$ cat src/yre_pkg.sv
// ----------------------------------------------------------------------------
// yre_pkg
// Shared types, constants and arithmetic helpers of the yaw rate estimator
// and turn controller.
// ----------------------------------------------------------------------------
package yre_pkg;

    // request codes
    localparam logic [1:0] REQ_SAMPLE = 2'd0;
    localparam logic [1:0] REQ_UPDATE = 2'd1;
    localparam logic [1:0] REQ_SOFT   = 2'd2;

    // register indexes on the configuration port
    localparam logic [2:0] REG_LINE_GAIN   = 3'd0;
    localparam logic [2:0] REG_TARGET_LIM  = 3'd1;
    localparam logic [2:0] REG_ALPHA       = 3'd2;
    localparam logic [2:0] REG_FF_GAIN     = 3'd3;
    localparam logic [2:0] REG_KP_GAIN     = 3'd4;
    localparam logic [2:0] REG_TURN_LIM    = 3'd5;
    localparam logic [2:0] REG_MAX_GAP     = 3'd6;
    localparam logic [2:0] REG_STALE       = 3'd7;

    localparam int PADDR_W = 5;
    localparam int PDATA_W = 32;

    // register reset values
    localparam logic [15:0] RST_LINE_GAIN  = 16'd500;
    localparam logic [19:0] RST_TARGET_LIM = 20'd6000;
    localparam logic [15:0] RST_ALPHA      = 16'd22938;
    localparam logic [15:0] RST_FF_GAIN    = 16'd36045;
    localparam logic [15:0] RST_KP_GAIN    = 16'd9830;
    localparam logic [22:0] RST_TURN_LIM   = 23'd4000;
    localparam logic [15:0] RST_MAX_GAP    = 16'd100;
    localparam logic [15:0] RST_STALE      = 16'd150;

    // arithmetic constants
    localparam int WRAP_HALF    = 18000;
    localparam int WRAP_FULL    = 36000;
    localparam int RATE_MAX_ABS = 36000;
    localparam int RATE_PER_MS  = 36;
    localparam int MS_PER_S     = 1000;
    localparam int TARGET_SAT   = 1000000;
    localparam int DRIVE_MAX    = 8388607;
    localparam int DRIVE_MIN    = -8388608;

    // serial divider: quotient is known to fit in 16 bits
    localparam int DIV_STEPS = 16;
    localparam int DIV_CNT_W = $clog2(DIV_STEPS + 1);
    localparam int DIV_NUM_W = 25;

    // shared multiply-accumulate widths
    localparam int MAC_A_W = 17;
    localparam int MAC_B_W = 24;
    localparam int ACC_W   = 42;

    typedef logic signed [ACC_W-1:0] acc_t;

    typedef struct packed {
        logic [15:0] line_gain;
        logic [19:0] target_limit;
        logic [15:0] filter_alpha;
        logic [15:0] feedforward_gain;
        logic [15:0] proportional_gain;
        logic [22:0] turn_limit;
        logic [15:0] max_gap_ms;
        logic [15:0] stale_ms;
    } cfg_t;

    typedef struct packed {
        logic                 start;
        logic [DIV_NUM_W-1:0] num;
        logic [15:0]          den;
    } div_req_t;

    typedef struct packed {
        logic        done;
        logic [15:0] quot;
    } div_rsp_t;

    typedef struct packed {
        logic                      en;
        logic                      clr;
        logic signed [MAC_A_W-1:0] a;
        logic signed [MAC_B_W-1:0] b;
    } mac_req_t;

    // arithmetic shift right with rounding to nearest, ties away from zero
    function automatic acc_t round_shift(input acc_t value, input int unsigned shift);
        logic [ACC_W-1:0] mag;
        logic [ACC_W-1:0] q;
        mag = value[ACC_W-1] ? ACC_W'(-value) : ACC_W'(value);
        q = (mag + (ACC_W'(1) << (shift - 1))) >> shift;
        return value[ACC_W-1] ? -acc_t'(q) : acc_t'(q);
    endfunction

    // clamp into [lo, hi]
    function automatic acc_t clamp_range(input acc_t value, input acc_t lo, input acc_t hi);
        acc_t res;
        res = value;
        if (value < lo)
        begin
            res = lo;
        end
        else if (value > hi)
        begin
            res = hi;
        end
        return res;
    endfunction

endpackage

$ cat src/yre_cmd_if.sv
// ----------------------------------------------------------------------------
// yre_cmd_if
// Request channel: one word per sample, update or soft reset request.
// ----------------------------------------------------------------------------
interface yre_cmd_if;
    logic               valid;
    logic               ready;
    logic [1:0]         req_type;
    logic signed [15:0] yaw_angle;
    logic [31:0]        time_ms;
    logic signed [15:0] line_error;
    logic signed [16:0] rate_offset;
    logic               limits_on;

    modport source
    (
        output valid, req_type, yaw_angle, time_ms, line_error, rate_offset, limits_on,
        input  ready
    );

    modport sink
    (
        input  valid, req_type, yaw_angle, time_ms, line_error, rate_offset, limits_on,
        output ready
    );
endinterface

$ cat src/yre_rsp_if.sv
// ----------------------------------------------------------------------------
// yre_rsp_if
// Result channel: one word per request with the controller state.
// ----------------------------------------------------------------------------
interface yre_rsp_if;
    logic               valid;
    logic               ready;
    logic               drive_ok;
    logic signed [20:0] target_rate;
    logic signed [16:0] measured_rate;
    logic signed [23:0] turn_drive;
    logic               rate_good;

    modport source
    (
        output valid, drive_ok, target_rate, measured_rate, turn_drive, rate_good,
        input  ready
    );

    modport sink
    (
        input  valid, drive_ok, target_rate, measured_rate, turn_drive, rate_good,
        output ready
    );
endinterface

$ cat src/yre_cfg_regs.sv
// ----------------------------------------------------------------------------
// yre_cfg_regs
// APB register file holding the gains, limits and timing thresholds.
// ----------------------------------------------------------------------------
module yre_cfg_regs
(
    input  logic                        clk,
    input  logic                        rst_n,
    input  logic                        psel,
    input  logic                        penable,
    input  logic                        pwrite,
    input  logic [yre_pkg::PADDR_W-1:0] paddr,
    input  logic [yre_pkg::PDATA_W-1:0] pwdata,
    output logic [yre_pkg::PDATA_W-1:0] prdata,
    output logic                        pready,
    output yre_pkg::cfg_t               cfg
);

    yre_pkg::cfg_t cfg_reg;
    yre_pkg::cfg_t cfg_next;
    logic          wr_en;
    logic [2:0]    reg_idx;

    assign pready  = 1'b1;
    assign wr_en   = psel && penable && pwrite;
    assign reg_idx = paddr[4:2];
    assign cfg     = cfg_reg;

    // register write decode
    always_comb
    begin
        cfg_next = cfg_reg;
        if (wr_en)
        begin
            case (reg_idx)
                yre_pkg::REG_LINE_GAIN:  cfg_next.line_gain         = pwdata[15:0];
                yre_pkg::REG_TARGET_LIM: cfg_next.target_limit      = pwdata[19:0];
                yre_pkg::REG_ALPHA:      cfg_next.filter_alpha      = pwdata[15:0];
                yre_pkg::REG_FF_GAIN:    cfg_next.feedforward_gain  = pwdata[15:0];
                yre_pkg::REG_KP_GAIN:    cfg_next.proportional_gain = pwdata[15:0];
                yre_pkg::REG_TURN_LIM:   cfg_next.turn_limit        = pwdata[22:0];
                yre_pkg::REG_MAX_GAP:    cfg_next.max_gap_ms        = pwdata[15:0];
                yre_pkg::REG_STALE:      cfg_next.stale_ms          = pwdata[15:0];
                default:                 cfg_next = cfg_reg;
            endcase
        end
    end

    // read mux
    always_comb
    begin
        case (reg_idx)
            yre_pkg::REG_LINE_GAIN:  prdata = 32'(cfg_reg.line_gain);
            yre_pkg::REG_TARGET_LIM: prdata = 32'(cfg_reg.target_limit);
            yre_pkg::REG_ALPHA:      prdata = 32'(cfg_reg.filter_alpha);
            yre_pkg::REG_FF_GAIN:    prdata = 32'(cfg_reg.feedforward_gain);
            yre_pkg::REG_KP_GAIN:    prdata = 32'(cfg_reg.proportional_gain);
            yre_pkg::REG_TURN_LIM:   prdata = 32'(cfg_reg.turn_limit);
            yre_pkg::REG_MAX_GAP:    prdata = 32'(cfg_reg.max_gap_ms);
            yre_pkg::REG_STALE:      prdata = 32'(cfg_reg.stale_ms);
            default:                 prdata = '0;
        endcase
    end

    always_ff @(posedge clk or negedge rst_n)
    begin
        if (!rst_n)
        begin
            cfg_reg.line_gain         <= yre_pkg::RST_LINE_GAIN;
            cfg_reg.target_limit      <= yre_pkg::RST_TARGET_LIM;
            cfg_reg.filter_alpha      <= yre_pkg::RST_ALPHA;
            cfg_reg.feedforward_gain  <= yre_pkg::RST_FF_GAIN;
            cfg_reg.proportional_gain <= yre_pkg::RST_KP_GAIN;
            cfg_reg.turn_limit        <= yre_pkg::RST_TURN_LIM;
            cfg_reg.max_gap_ms        <= yre_pkg::RST_MAX_GAP;
            cfg_reg.stale_ms          <= yre_pkg::RST_STALE;
        end
        else
        begin
            cfg_reg <= cfg_next;
        end
    end

endmodule

$ cat src/yre_divider.sv
// ----------------------------------------------------------------------------
// yre_divider
// Restoring serial divider, one quotient bit per cycle, for quotients that
// fit in 16 bits.
// ----------------------------------------------------------------------------
module yre_divider
(
    input  logic              clk,
    input  logic              rst_n,
    input  yre_pkg::div_req_t req,
    output yre_pkg::div_rsp_t rsp
);

    logic [15:0]                    rem_reg, rem_next;
    logic [15:0]                    dvd_reg, dvd_next;
    logic [15:0]                    den_reg, den_next;
    logic [yre_pkg::DIV_CNT_W-1:0]  cnt_reg, cnt_next;
    logic                           done_reg, done_next;
    logic [16:0]                    trial;
    logic                           fits;

    // trial subtract of the shifted remainder
    assign trial = {rem_reg, dvd_reg[15]};
    assign fits  = trial >= {1'b0, den_reg};

    always_comb
    begin
        rem_next  = rem_reg;
        dvd_next  = dvd_reg;
        den_next  = den_reg;
        cnt_next  = cnt_reg;
        done_next = 1'b0;
        if (req.start)
        begin
            // high dividend bits are already below the divisor
            rem_next = 16'(req.num[yre_pkg::DIV_NUM_W-1:16]);
            dvd_next = req.num[15:0];
            den_next = req.den;
            cnt_next = yre_pkg::DIV_CNT_W'(yre_pkg::DIV_STEPS);
        end
        else if (cnt_reg != '0)
        begin
            rem_next  = fits ? 16'(trial - {1'b0, den_reg}) : trial[15:0];
            dvd_next  = {dvd_reg[14:0], fits};
            cnt_next  = cnt_reg - 1'b1;
            done_next = cnt_reg == yre_pkg::DIV_CNT_W'(1);
        end
    end

    assign rsp.done = done_reg;
    assign rsp.quot = dvd_reg;

    always_ff @(posedge clk or negedge rst_n)
    begin
        if (!rst_n)
        begin
            cnt_reg  <= '0;
            done_reg <= 1'b0;
        end
        else
        begin
            cnt_reg  <= cnt_next;
            done_reg <= done_next;
        end
    end

    always_ff @(posedge clk)
    begin
        rem_reg <= rem_next;
        dvd_reg <= dvd_next;
        den_reg <= den_next;
    end

endmodule

$ cat src/yre_mac.sv
// ----------------------------------------------------------------------------
// yre_mac
// Shared signed multiply-accumulate unit used for the filter step, the line
// gain product and the drive sum.
// ----------------------------------------------------------------------------
module yre_mac
(
    input  logic              clk,
    input  logic              rst_n,
    input  yre_pkg::mac_req_t req,
    output yre_pkg::acc_t     acc
);

    logic signed [yre_pkg::MAC_A_W-1:0]                 op_a;
    logic signed [yre_pkg::MAC_B_W-1:0]                 op_b;
    logic signed [yre_pkg::MAC_A_W+yre_pkg::MAC_B_W-1:0] prod;
    yre_pkg::acc_t                                      acc_reg, acc_next;

    assign op_a = req.a;
    assign op_b = req.b;
    assign prod = op_a * op_b;

    // accumulate, or start over on clear
    always_comb
    begin
        acc_next = acc_reg;
        if (req.en)
        begin
            acc_next = (req.clr ? yre_pkg::acc_t'(0) : acc_reg) + yre_pkg::acc_t'(prod);
        end
    end

    assign acc = acc_reg;

    always_ff @(posedge clk or negedge rst_n)
    begin
        if (!rst_n)
        begin
            acc_reg <= '0;
        end
        else
        begin
            acc_reg <= acc_next;
        end
    end

endmodule

$ cat src/yaw_rate_estimate_and_turn_control.sv
// ----------------------------------------------------------------------------
// yaw_rate_estimate_and_turn_control
// A yaw sample that is differentiated passes through the 16-step serial
// divider and the filter step; an update passes through the shared
// multiply-accumulate unit; other requests go straight to the result word.
// One request at a time: the next word is taken once the result is registered.
// Reset: rst_n clears all controller state and loads the register defaults.
// ----------------------------------------------------------------------------
module yaw_rate_estimate_and_turn_control
(
    input  logic                        clk,
    input  logic                        rst_n,
    input  logic                        psel,
    input  logic                        penable,
    input  logic                        pwrite,
    input  logic [yre_pkg::PADDR_W-1:0] paddr,
    input  logic [yre_pkg::PDATA_W-1:0] pwdata,
    output logic [yre_pkg::PDATA_W-1:0] prdata,
    output logic                        pready,
    yre_cmd_if.sink                     cmd,
    yre_rsp_if.source                   rsp
);

    localparam logic [3:0] ST_IDLE   = 4'd0;
    localparam logic [3:0] ST_SAMPLE = 4'd1;
    localparam logic [3:0] ST_CHECK  = 4'd2;
    localparam logic [3:0] ST_DIV    = 4'd3;
    localparam logic [3:0] ST_FMUL   = 4'd4;
    localparam logic [3:0] ST_FUPD   = 4'd5;
    localparam logic [3:0] ST_TMUL   = 4'd6;
    localparam logic [3:0] ST_TARGET = 4'd7;
    localparam logic [3:0] ST_FFMUL  = 4'd8;
    localparam logic [3:0] ST_KPMUL  = 4'd9;
    localparam logic [3:0] ST_DRIVE  = 4'd10;
    localparam logic [3:0] ST_CLEAR  = 4'd11;
    localparam logic [3:0] ST_DONE   = 4'd12;

    yre_pkg::cfg_t     cfg;
    yre_pkg::div_req_t div_req;
    yre_pkg::div_rsp_t div_rsp;
    yre_pkg::mac_req_t mac_req;
    yre_pkg::acc_t     mac_acc;

    logic [3:0]         state_reg, state_next;

    // latched request word
    logic [1:0]         req_reg, req_next;
    logic signed [15:0] yaw_reg, yaw_next;
    logic [31:0]        time_reg, time_next;
    logic signed [15:0] err_reg, err_next;
    logic signed [16:0] off_reg, off_next;
    logic               lim_reg, lim_next;

    // controller state
    logic signed [15:0] prev_head_reg, prev_head_next;
    logic [31:0]        prev_stamp_reg, prev_stamp_next;
    logic [31:0]        latest_stamp_reg, latest_stamp_next;
    logic signed [16:0] filt_reg, filt_next;
    logic signed [20:0] target_reg, target_next;
    logic signed [23:0] drive_reg, drive_next;
    logic               have_prev_reg, have_prev_next;
    logic               valid_reg, valid_next;
    logic               ok_reg, ok_next;

    // working values
    logic signed [15:0] delta_reg, delta_next;
    logic [15:0]        elapsed_reg, elapsed_next;
    logic signed [16:0] raw_reg, raw_next;

    // output word
    logic               out_valid_reg, out_valid_next;
    logic               out_ok_reg, out_ok_next;
    logic signed [20:0] out_target_reg, out_target_next;
    logic signed [16:0] out_rate_reg, out_rate_next;
    logic signed [23:0] out_drive_reg, out_drive_next;
    logic               out_good_reg, out_good_next;

    logic [31:0]        elapsed_full;
    logic [31:0]        age;
    logic signed [17:0] wrap0, wrap1, wrap2;
    logic [14:0]        delta_mag;
    logic [21:0]        rate_bound;
    logic signed [16:0] raw_val;
    yre_pkg::acc_t      step_val, filt_sum;
    yre_pkg::acc_t      tgt_raw, tgt_lim, tgt_val;
    yre_pkg::acc_t      drv_raw, drv_lim, drv_val;

    // one heading wrap correction
    function automatic logic signed [17:0] wrap_fix(input logic signed [17:0] v);
        logic signed [17:0] res;
        res = v;
        if (v > yre_pkg::WRAP_HALF)
        begin
            res = 18'(v - yre_pkg::WRAP_FULL);
        end
        else if (v < -yre_pkg::WRAP_HALF)
        begin
            res = 18'(v + yre_pkg::WRAP_FULL);
        end
        return res;
    endfunction

    yre_cfg_regs u_cfg
    (
        .clk     (clk),
        .rst_n   (rst_n),
        .psel    (psel),
        .penable (penable),
        .pwrite  (pwrite),
        .paddr   (paddr),
        .pwdata  (pwdata),
        .prdata  (prdata),
        .pready  (pready),
        .cfg     (cfg)
    );

    yre_divider u_div
    (
        .clk   (clk),
        .rst_n (rst_n),
        .req   (div_req),
        .rsp   (div_rsp)
    );

    yre_mac u_mac
    (
        .clk   (clk),
        .rst_n (rst_n),
        .req   (mac_req),
        .acc   (mac_acc)
    );

    // sample path arithmetic
    assign elapsed_full = time_reg - prev_stamp_reg;
    assign age          = time_reg - latest_stamp_reg;
    assign wrap0        = 18'(yaw_reg) - 18'(prev_head_reg);
    assign wrap1        = wrap_fix(wrap0);
    assign wrap2        = wrap_fix(wrap1);
    assign delta_mag    = delta_reg[15] ? 15'(-delta_reg) : 15'(delta_reg);
    assign rate_bound   = 22'(elapsed_reg) * 22'(yre_pkg::RATE_PER_MS);
    assign raw_val      = delta_reg[15] ? -$signed({1'b0, div_rsp.quot})
                                        :  $signed({1'b0, div_rsp.quot});

    // filter step from the accumulator
    assign step_val = yre_pkg::round_shift(mac_acc, 16);
    assign filt_sum = yre_pkg::clamp_range(yre_pkg::acc_t'(filt_reg) + step_val,
                                           -yre_pkg::acc_t'(yre_pkg::RATE_MAX_ABS),
                                           yre_pkg::acc_t'(yre_pkg::RATE_MAX_ABS));

    // target from the line error product
    assign tgt_raw = yre_pkg::acc_t'(off_reg) - yre_pkg::round_shift(mac_acc, 8);
    assign tgt_lim = lim_reg ? yre_pkg::clamp_range(tgt_raw,
                                   -yre_pkg::acc_t'(cfg.target_limit),
                                   yre_pkg::acc_t'(cfg.target_limit))
                             : tgt_raw;
    assign tgt_val = yre_pkg::clamp_range(tgt_lim,
                                          -yre_pkg::acc_t'(yre_pkg::TARGET_SAT),
                                          yre_pkg::acc_t'(yre_pkg::TARGET_SAT));

    // drive from the feedforward plus proportional sum
    assign drv_raw = yre_pkg::round_shift(mac_acc, 16);
    assign drv_lim = lim_reg ? yre_pkg::clamp_range(drv_raw,
                                   -yre_pkg::acc_t'(cfg.turn_limit),
                                   yre_pkg::acc_t'(cfg.turn_limit))
                             : drv_raw;
    assign drv_val = yre_pkg::clamp_range(drv_lim,
                                          yre_pkg::acc_t'(yre_pkg::DRIVE_MIN),
                                          yre_pkg::acc_t'(yre_pkg::DRIVE_MAX));

    // divider launch
    always_comb
    begin
        div_req.start = (state_reg == ST_CHECK) && !(22'(delta_mag) > rate_bound);
        div_req.num   = yre_pkg::DIV_NUM_W'(delta_mag) * yre_pkg::DIV_NUM_W'(yre_pkg::MS_PER_S)
                      + yre_pkg::DIV_NUM_W'(elapsed_reg >> 1);
        div_req.den   = elapsed_reg;
    end

    // operand select for the shared multiplier
    always_comb
    begin
        mac_req.en  = 1'b0;
        mac_req.clr = 1'b1;
        mac_req.a   = '0;
        mac_req.b   = '0;
        case (state_reg)
            ST_FMUL:
            begin
                mac_req.en = 1'b1;
                mac_req.a  = {1'b0, cfg.filter_alpha};
                mac_req.b  = 24'(raw_reg) - 24'(filt_reg);
            end
            ST_TMUL:
            begin
                mac_req.en = 1'b1;
                mac_req.a  = {1'b0, cfg.line_gain};
                mac_req.b  = 24'(err_reg);
            end
            ST_FFMUL:
            begin
                mac_req.en = 1'b1;
                mac_req.a  = {1'b0, cfg.feedforward_gain};
                mac_req.b  = 24'(target_reg);
            end
            ST_KPMUL:
            begin
                mac_req.en  = 1'b1;
                mac_req.clr = 1'b0;
                mac_req.a   = {1'b0, cfg.proportional_gain};
                mac_req.b   = 24'(target_reg) - 24'(filt_reg);
            end
            default:
            begin
                mac_req.en = 1'b0;
            end
        endcase
    end

    assign cmd.ready = state_reg == ST_IDLE;

    // sequencer
    always_comb
    begin
        state_next        = state_reg;
        req_next          = req_reg;
        yaw_next          = yaw_reg;
        time_next         = time_reg;
        err_next          = err_reg;
        off_next          = off_reg;
        lim_next          = lim_reg;
        prev_head_next    = prev_head_reg;
        prev_stamp_next   = prev_stamp_reg;
        latest_stamp_next = latest_stamp_reg;
        filt_next         = filt_reg;
        target_next       = target_reg;
        drive_next        = drive_reg;
        have_prev_next    = have_prev_reg;
        valid_next        = valid_reg;
        ok_next           = ok_reg;
        delta_next        = delta_reg;
        elapsed_next      = elapsed_reg;
        raw_next          = raw_reg;
        out_valid_next    = out_valid_reg && !rsp.ready;
        out_ok_next       = out_ok_reg;
        out_target_next   = out_target_reg;
        out_rate_next     = out_rate_reg;
        out_drive_next    = out_drive_reg;
        out_good_next     = out_good_reg;

        case (state_reg)
            ST_IDLE:
            begin
                if (cmd.valid)
                begin
                    req_next  = cmd.req_type;
                    yaw_next  = cmd.yaw_angle;
                    time_next = cmd.time_ms;
                    err_next  = cmd.line_error;
                    off_next  = cmd.rate_offset;
                    lim_next  = cmd.limits_on;
                    case (cmd.req_type)
                        yre_pkg::REQ_SAMPLE: state_next = ST_SAMPLE;
                        yre_pkg::REQ_UPDATE: state_next = ST_TMUL;
                        yre_pkg::REQ_SOFT:   state_next = ST_CLEAR;
                        default:             state_next = ST_DONE;
                    endcase
                end
            end

            // gap checks and heading wrap
            ST_SAMPLE:
            begin
                latest_stamp_next = time_reg;
                state_next        = ST_DONE;
                if (!have_prev_reg)
                begin
                    prev_head_next  = yaw_reg;
                    prev_stamp_next = time_reg;
                    have_prev_next  = 1'b1;
                    valid_next      = 1'b0;
                end
                else if (elapsed_full == '0)
                begin
                    state_next = ST_DONE;
                end
                else if (elapsed_full > 32'(cfg.max_gap_ms))
                begin
                    prev_head_next  = yaw_reg;
                    prev_stamp_next = time_reg;
                    filt_next       = '0;
                    valid_next      = 1'b0;
                end
                else
                begin
                    delta_next      = 16'(wrap2);
                    elapsed_next    = elapsed_full[15:0];
                    prev_head_next  = yaw_reg;
                    prev_stamp_next = time_reg;
                    state_next      = ST_CHECK;
                end
            end

            // impossible rate test, else divide
            ST_CHECK:
            begin
                if (22'(delta_mag) > rate_bound)
                begin
                    filt_next  = '0;
                    valid_next = 1'b0;
                    state_next = ST_DONE;
                end
                else
                begin
                    state_next = ST_DIV;
                end
            end

            ST_DIV:
            begin
                if (div_rsp.done)
                begin
                    raw_next = raw_val;
                    if (valid_reg)
                    begin
                        state_next = ST_FMUL;
                    end
                    else
                    begin
                        filt_next  = raw_val;
                        valid_next = 1'b1;
                        state_next = ST_DONE;
                    end
                end
            end

            ST_FMUL:
            begin
                state_next = ST_FUPD;
            end

            ST_FUPD:
            begin
                filt_next  = 17'(filt_sum);
                valid_next = 1'b1;
                state_next = ST_DONE;
            end

            ST_TMUL:
            begin
                state_next = ST_TARGET;
            end

            // store target, then stale check
            ST_TARGET:
            begin
                target_next = 21'(tgt_val);
                if (!valid_reg || (age > 32'(cfg.stale_ms)))
                begin
                    filt_next  = '0;
                    drive_next = '0;
                    valid_next = 1'b0;
                    ok_next    = 1'b0;
                    state_next = ST_DONE;
                end
                else
                begin
                    state_next = ST_FFMUL;
                end
            end

            ST_FFMUL:
            begin
                state_next = ST_KPMUL;
            end

            ST_KPMUL:
            begin
                state_next = ST_DRIVE;
            end

            ST_DRIVE:
            begin
                drive_next = 24'(drv_val);
                ok_next    = 1'b1;
                state_next = ST_DONE;
            end

            ST_CLEAR:
            begin
                prev_head_next    = '0;
                prev_stamp_next   = '0;
                latest_stamp_next = '0;
                filt_next         = '0;
                target_next       = '0;
                drive_next        = '0;
                have_prev_next    = 1'b0;
                valid_next        = 1'b0;
                state_next        = ST_DONE;
            end

            // load the result word once the output register is free
            ST_DONE:
            begin
                if (!out_valid_reg || rsp.ready)
                begin
                    out_valid_next  = 1'b1;
                    out_ok_next     = (req_reg == yre_pkg::REQ_UPDATE) ? ok_reg : valid_reg;
                    out_target_next = target_reg;
                    out_rate_next   = filt_reg;
                    out_drive_next  = drive_reg;
                    out_good_next   = valid_reg;
                    state_next      = ST_IDLE;
                end
            end

            default:
            begin
                state_next = ST_IDLE;
            end
        endcase
    end

    assign rsp.valid         = out_valid_reg;
    assign rsp.drive_ok      = out_ok_reg;
    assign rsp.target_rate   = out_target_reg;
    assign rsp.measured_rate = out_rate_reg;
    assign rsp.turn_drive    = out_drive_reg;
    assign rsp.rate_good     = out_good_reg;

    // control and controller state
    always_ff @(posedge clk or negedge rst_n)
    begin
        if (!rst_n)
        begin
            state_reg        <= ST_IDLE;
            prev_head_reg    <= '0;
            prev_stamp_reg   <= '0;
            latest_stamp_reg <= '0;
            filt_reg         <= '0;
            target_reg       <= '0;
            drive_reg        <= '0;
            have_prev_reg    <= 1'b0;
            valid_reg        <= 1'b0;
            ok_reg           <= 1'b0;
            out_valid_reg    <= 1'b0;
        end
        else
        begin
            state_reg        <= state_next;
            prev_head_reg    <= prev_head_next;
            prev_stamp_reg   <= prev_stamp_next;
            latest_stamp_reg <= latest_stamp_next;
            filt_reg         <= filt_next;
            target_reg       <= target_next;
            drive_reg        <= drive_next;
            have_prev_reg    <= have_prev_next;
            valid_reg        <= valid_next;
            ok_reg           <= ok_next;
            out_valid_reg    <= out_valid_next;
        end
    end

    // payload registers
    always_ff @(posedge clk)
    begin
        req_reg        <= req_next;
        yaw_reg        <= yaw_next;
        time_reg       <= time_next;
        err_reg        <= err_next;
        off_reg        <= off_next;
        lim_reg        <= lim_next;
        delta_reg      <= delta_next;
        elapsed_reg    <= elapsed_next;
        raw_reg        <= raw_next;
        out_ok_reg     <= out_ok_next;
        out_target_reg <= out_target_next;
        out_rate_reg   <= out_rate_next;
        out_drive_reg  <= out_drive_next;
        out_good_reg   <= out_good_next;
    end

`ifndef SYNTHESIS
    // divider finishes only while the sequencer waits for it
    a_div_done_in_div: assert property (@(posedge clk) disable iff (!rst_n)
        div_rsp.done |-> (state_reg == ST_DIV))
        else $error("divider done outside divide state");

    // a valid rate always has a reference sample behind it
    a_valid_has_prev: assert property (@(posedge clk) disable iff (!rst_n)
        valid_reg |-> have_prev_reg)
        else $error("rate valid without previous sample");

    // filtered rate stays inside the physical bound
    a_rate_bound: assert property (@(posedge clk) disable iff (!rst_n)
        (filt_reg <= 17'sd36000) && (filt_reg >= -17'sd36000))
        else $error("filtered rate out of range");

    // a finished request waits while the output word is stalled
    a_done_holds: assert property (@(posedge clk) disable iff (!rst_n)
        ((state_reg == ST_DONE) && out_valid_reg && !rsp.ready) |=> (state_reg == ST_DONE))
        else $error("result lost under output stall");
`endif

endmodule

$ cat src/flat_wrapper.sv
// flat-port wrapper written by rule: the top's interface ports become plain ports
module yaw_rate_estimate_and_turn_control_flat 
  (clk, rst_n, psel, penable, pwrite, paddr, pwdata, prdata, pready, cmd_valid, cmd_req_type, cmd_yaw_angle, cmd_time_ms, cmd_line_error, cmd_rate_offset, cmd_limits_on, cmd_ready, rsp_valid, rsp_drive_ok, rsp_target_rate, rsp_measured_rate, rsp_turn_drive, rsp_rate_good, rsp_ready);
  yre_cmd_if cmd_i ();
  yre_rsp_if rsp_i ();
  input  logic clk;
  input  logic rst_n;
  input  logic psel;
  input  logic penable;
  input  logic pwrite;
  input  logic [yre_pkg::PADDR_W-1:0] paddr;
  input  logic [yre_pkg::PDATA_W-1:0] pwdata;
  output logic [yre_pkg::PDATA_W-1:0] prdata;
  output logic pready;
  input wire logic [$bits(cmd_i.valid)-1:0] cmd_valid;
  input wire logic [$bits(cmd_i.req_type)-1:0] cmd_req_type;
  input wire logic [$bits(cmd_i.yaw_angle)-1:0] cmd_yaw_angle;
  input wire logic [$bits(cmd_i.time_ms)-1:0] cmd_time_ms;
  input wire logic [$bits(cmd_i.line_error)-1:0] cmd_line_error;
  input wire logic [$bits(cmd_i.rate_offset)-1:0] cmd_rate_offset;
  input wire logic [$bits(cmd_i.limits_on)-1:0] cmd_limits_on;
  output wire logic [$bits(cmd_i.ready)-1:0] cmd_ready;
  output wire logic [$bits(rsp_i.valid)-1:0] rsp_valid;
  output wire logic [$bits(rsp_i.drive_ok)-1:0] rsp_drive_ok;
  output wire logic [$bits(rsp_i.target_rate)-1:0] rsp_target_rate;
  output wire logic [$bits(rsp_i.measured_rate)-1:0] rsp_measured_rate;
  output wire logic [$bits(rsp_i.turn_drive)-1:0] rsp_turn_drive;
  output wire logic [$bits(rsp_i.rate_good)-1:0] rsp_rate_good;
  input wire logic [$bits(rsp_i.ready)-1:0] rsp_ready;
  assign cmd_i.valid = cmd_valid;
  assign cmd_i.req_type = cmd_req_type;
  assign cmd_i.yaw_angle = cmd_yaw_angle;
  assign cmd_i.time_ms = cmd_time_ms;
  assign cmd_i.line_error = cmd_line_error;
  assign cmd_i.rate_offset = cmd_rate_offset;
  assign cmd_i.limits_on = cmd_limits_on;
  assign cmd_ready = cmd_i.ready;
  assign rsp_valid = rsp_i.valid;
  assign rsp_drive_ok = rsp_i.drive_ok;
  assign rsp_target_rate = rsp_i.target_rate;
  assign rsp_measured_rate = rsp_i.measured_rate;
  assign rsp_turn_drive = rsp_i.turn_drive;
  assign rsp_rate_good = rsp_i.rate_good;
  assign rsp_i.ready = rsp_ready;
  yaw_rate_estimate_and_turn_control u_core (.clk(clk), .rst_n(rst_n), .psel(psel), .penable(penable), .pwrite(pwrite), .paddr(paddr), .pwdata(pwdata), .prdata(prdata), .pready(pready), .cmd(cmd_i), .rsp(rsp_i));
endmodule
$ cat config.mk
export PLATFORM = sky130hd
export DESIGN_NAME = yaw_rate_estimate_and_turn_control_flat
export DESIGN_NICKNAME = d
export VERILOG_FILES = /design/src/yre_pkg.sv /design/src/yre_cmd_if.sv /design/src/yre_rsp_if.sv /design/src/yre_cfg_regs.sv /design/src/yre_divider.sv /design/src/yre_mac.sv /design/src/yaw_rate_estimate_and_turn_control.sv /design/src/flat_wrapper.sv
export SDC_FILE = /design/constraint.sdc
export NUM_CORES = 2
export LEC_CHECK = 0
export BUFFER_PORTS_ARGS = -buffer_cell sky130_fd_sc_hd__buf_2
export CAP_MARGIN = 20
export CORE_MARGIN = 8
export CORE_UTILIZATION = 50
export CTS_CLUSTER_DIAMETER = 100
export DETAILED_ROUTE_END_ITERATION = 12
export GPL_TIMING_DRIVEN = 0
export HOLD_SLACK_MARGIN = 0.03
export PLACE_DENSITY = 0.78
export REMOVE_ABC_BUFFERS = 1
export SYNTH_ARGS = -nofsm -noshare
export SYNTH_HDL_FRONTEND = slang
export SYNTH_HIERARCHICAL = 1
export SYNTH_SLANG_ARGS = --single-unit
$ cat constraint.sdc
create_clock -name clk -period 13 [get_ports clk]
set_clock_uncertainty 0.05 [all_clocks]
set_input_delay 2.6 -clock clk [delete_from_list [all_inputs] [get_ports clk]]
set_output_delay 2.6 -clock clk [all_outputs]
set_load 0.03 [all_outputs]
==> metrics.csv <==
metric,value,unit
outcome,finished clean,
viasPerCell,6.14,
synthAdderAreaFrac,0.266,
max-clock-path-buffers,3,
path_clk_slew,0.06,ns
grt_max_degree,121,
ys_types,130,
async_reset_ff_frac,0.579,
cp_max_fo,15,
initialDrtViolationCount,5766,
maxCapViolations,0,
area_growth,9.86,%
synthCells,7499,
grt_pass1_vias,57800,
syn_area,0.0678,mm2
setup.worst_path.end,u_core/target_reg[13],
clk_latency,0.70,ns
fmax,79.6,MHz
finalHoldViolations,0,
synthMuxAreaShare,0.0446,
avgSynthCellArea,9.04,um2
reg2reg_to,u_core/target_reg[13],
ys.flop_type,dfrtp_1,
fillers,11600,
finalCritPeriodShare,0.967,
tns,0,ns
synth_edf_count,238,
required,13.54,ns
ys_warn_count,6,
synth-xor-area-share,0.0555,
seq_area,0.0158,mm2
crit_top_cell,ha_1,
yosysTopAreaCellShare,0.153,
routabilityCongestion,1.01,
initial_utilization,0.502,
critical-path-max-stage-delay,0.61,ns
grt_antenna_before_repair,8,
synth_most_common_cell,inv_1,
reg2reg_depth,44,
nets,8861,
ioPinCount,227,
die_w,384,um
core,0.135,mm2
vias,58100,
synth_seq_cells,582,
hold_class,flop to flop,
cts_tree,yes,
worstSetupPathType,flop to flop,
htree_levels,3,
layout-drive-gt1-share,0.109,
avgRoutedWirePerCell,22.0,um
drt_wl_total,208000,um
cts_sinks,582,
fin_hold_ws,0.423,ns
overflow,0,
dieHeight,384,um
arrival,13.10,ns
slew_viol_final,0,
synth-simple-area-share,0.158,
utilization,0.552,
grt_usage,0.275,
cp_slowest_cell,or4_4,
io_buffers,205,
largest_reg_flops,139,
clockRootBuffer,clkbuf_16,
max-slew-margin-rel,0.170,
synth_compound_area_frac,0.166,
numCtsBuffers,72,
ant_nets,0,
drtPass1Iterations,6,
tightestPinTransition,1.24,ns
rows,135,
ys_seq_area_frac,0.233,
setup_viol,0,
reg2reg_slack,0.43,ns
yosys.area.top_type,fa_1,
synth_area_leaders,"fa_1 (15%), ha_1 (11%), dfrtp_1 (11%)",
synth_top_family_by_area,adder cells,
grt_pass1_wl,323000,um
dieArea,0.148,mm2
synthTopCellsByCount,"inv_1 (1056), ha_1 (608), nand2_1 (605), fa_1 (519), nor2_1 (436)",
crit_path_start_kind,flop,
startpoint,u_core/u_mac/acc[4],
r2r_start,u_core/u_mac/acc[4],
endpoint_kind,flop,
min_period,12.57,ns
hpwl,164000,um
route.detailed.drc,0,
multi_input_area,0.0473,mm2
-- worst max-delay path, delay by kind of cell (launching register included) --
| family | cells | cell delay [ns] |
|---|---|---|
| compound gates | 19 | 5.13 |
| simple gates | 15 | 4.02 |
| fa+ha+maj | 5 | 1.85 |
| xor+xnor | 4 | 0.75 |
| flops | 1 | 0.43 |
| buf+inv | 1 | 0.23 |
-- worst min-delay path by stage --
stage / slack [ns] / from / to / cells after the start
2_1_floorplan: 0.37 / u_core/drive_reg[10] / u_core/rsp.turn_drive[10] / 0
3_3_place_gp: 0.39 / u_core/drive_reg[23] / u_core/rsp.turn_drive[23] / 0
3_5_place_dp: 0.41 / u_core/drive_reg[23] / u_core/rsp.turn_drive[23] / 0
4_1_cts: 0.42 / u_core/drive_reg[23] / u_core/rsp.turn_drive[23] / 0
5_1_grt: 0.43 / u_core/drive_reg[23] / u_core/rsp.turn_drive[23] / 0
6_report: 0.42 / u_core/drive_reg[23] / u_core/rsp.turn_drive[23] / 0
-- routing by layer --
metal | vias up | global-route usage | wire length, um
li1 | 26200 | - | -
met1 | 28400 | 0.372 | 85400
met2 | 2865 | 0.421 | 90200
met3 | 540 | 0.0688 | 22400
met4 | 2 | 0.117 | 9840
met5 | - | 0 | 20
-- metrics by stage --
step,std cells,worst slack [ns],area (um2)
finish,9450,0.433,74500
global placement,9217,-5.10,69900
detailed placement,9284,-0.371,71400
floorplan,7231,-0.604,66600
CTS,9419,0.0211,74100
global route,9447,-0.0175,74500
-- placed cells by master (no fill, tap or decap), types with 45 or more instances in the layout --
cell	count
clkbuf_16	73
fa_1	519
ha_1	607
dfrtp_1	286
edfxtp_1	238
nand2_1	605
xnor2_1	284
or3_1	56
a211oi_1	51
mux2i_1	86
nand2b_1	110
mux2_2	179
and3_1	55
buf_2	205
a31oi_1	45
o21ai_0	361
nand3_1	143
nor3_1	118
nor2b_1	72
nand4_1	83
o31ai_1	53
xor2_1	142
nor2_1	429
inv_1	1054
o21a_1	100
a21o_1	124
and2_1	180
dfstp_2	49
a21oi_1	312
-- kinds of logic (layout without fill, tap and decap cells) --
family          count (synthesis)  in the layout
mux                           275            275
buf+inv                      1340           1493
simple gates                 2107           2108
other cells                     3             19
flops                         582            582
fa+ha+maj                    1129           1129
compound gates               1634           1634
xor+xnor                      429            429
-- area by class of cell --
type,instances,share of cell area
inverter,1059,0.0534
multi-input combinational,5591,0.635
sequential,582,0.212
clock inverter,41,0.00821
tap,1781,0.0299
clock buffer,93,0.0263
antenna,3,0.000101
timing repair buffer,300,0.0354
-- repair_timing --
item / in CTS / in global routing
gates resized for setup: 2 / 21
pin swaps: 0 / 4
cloned: 0 / 1
setup endpoints to repair: 18 / 27
hold buffers: 0 / 0
setup buffers: 1 / 15
Power is not shown: default switching activity piles up to over one toggle a cycle in this logic, so the estimate is an artifact.
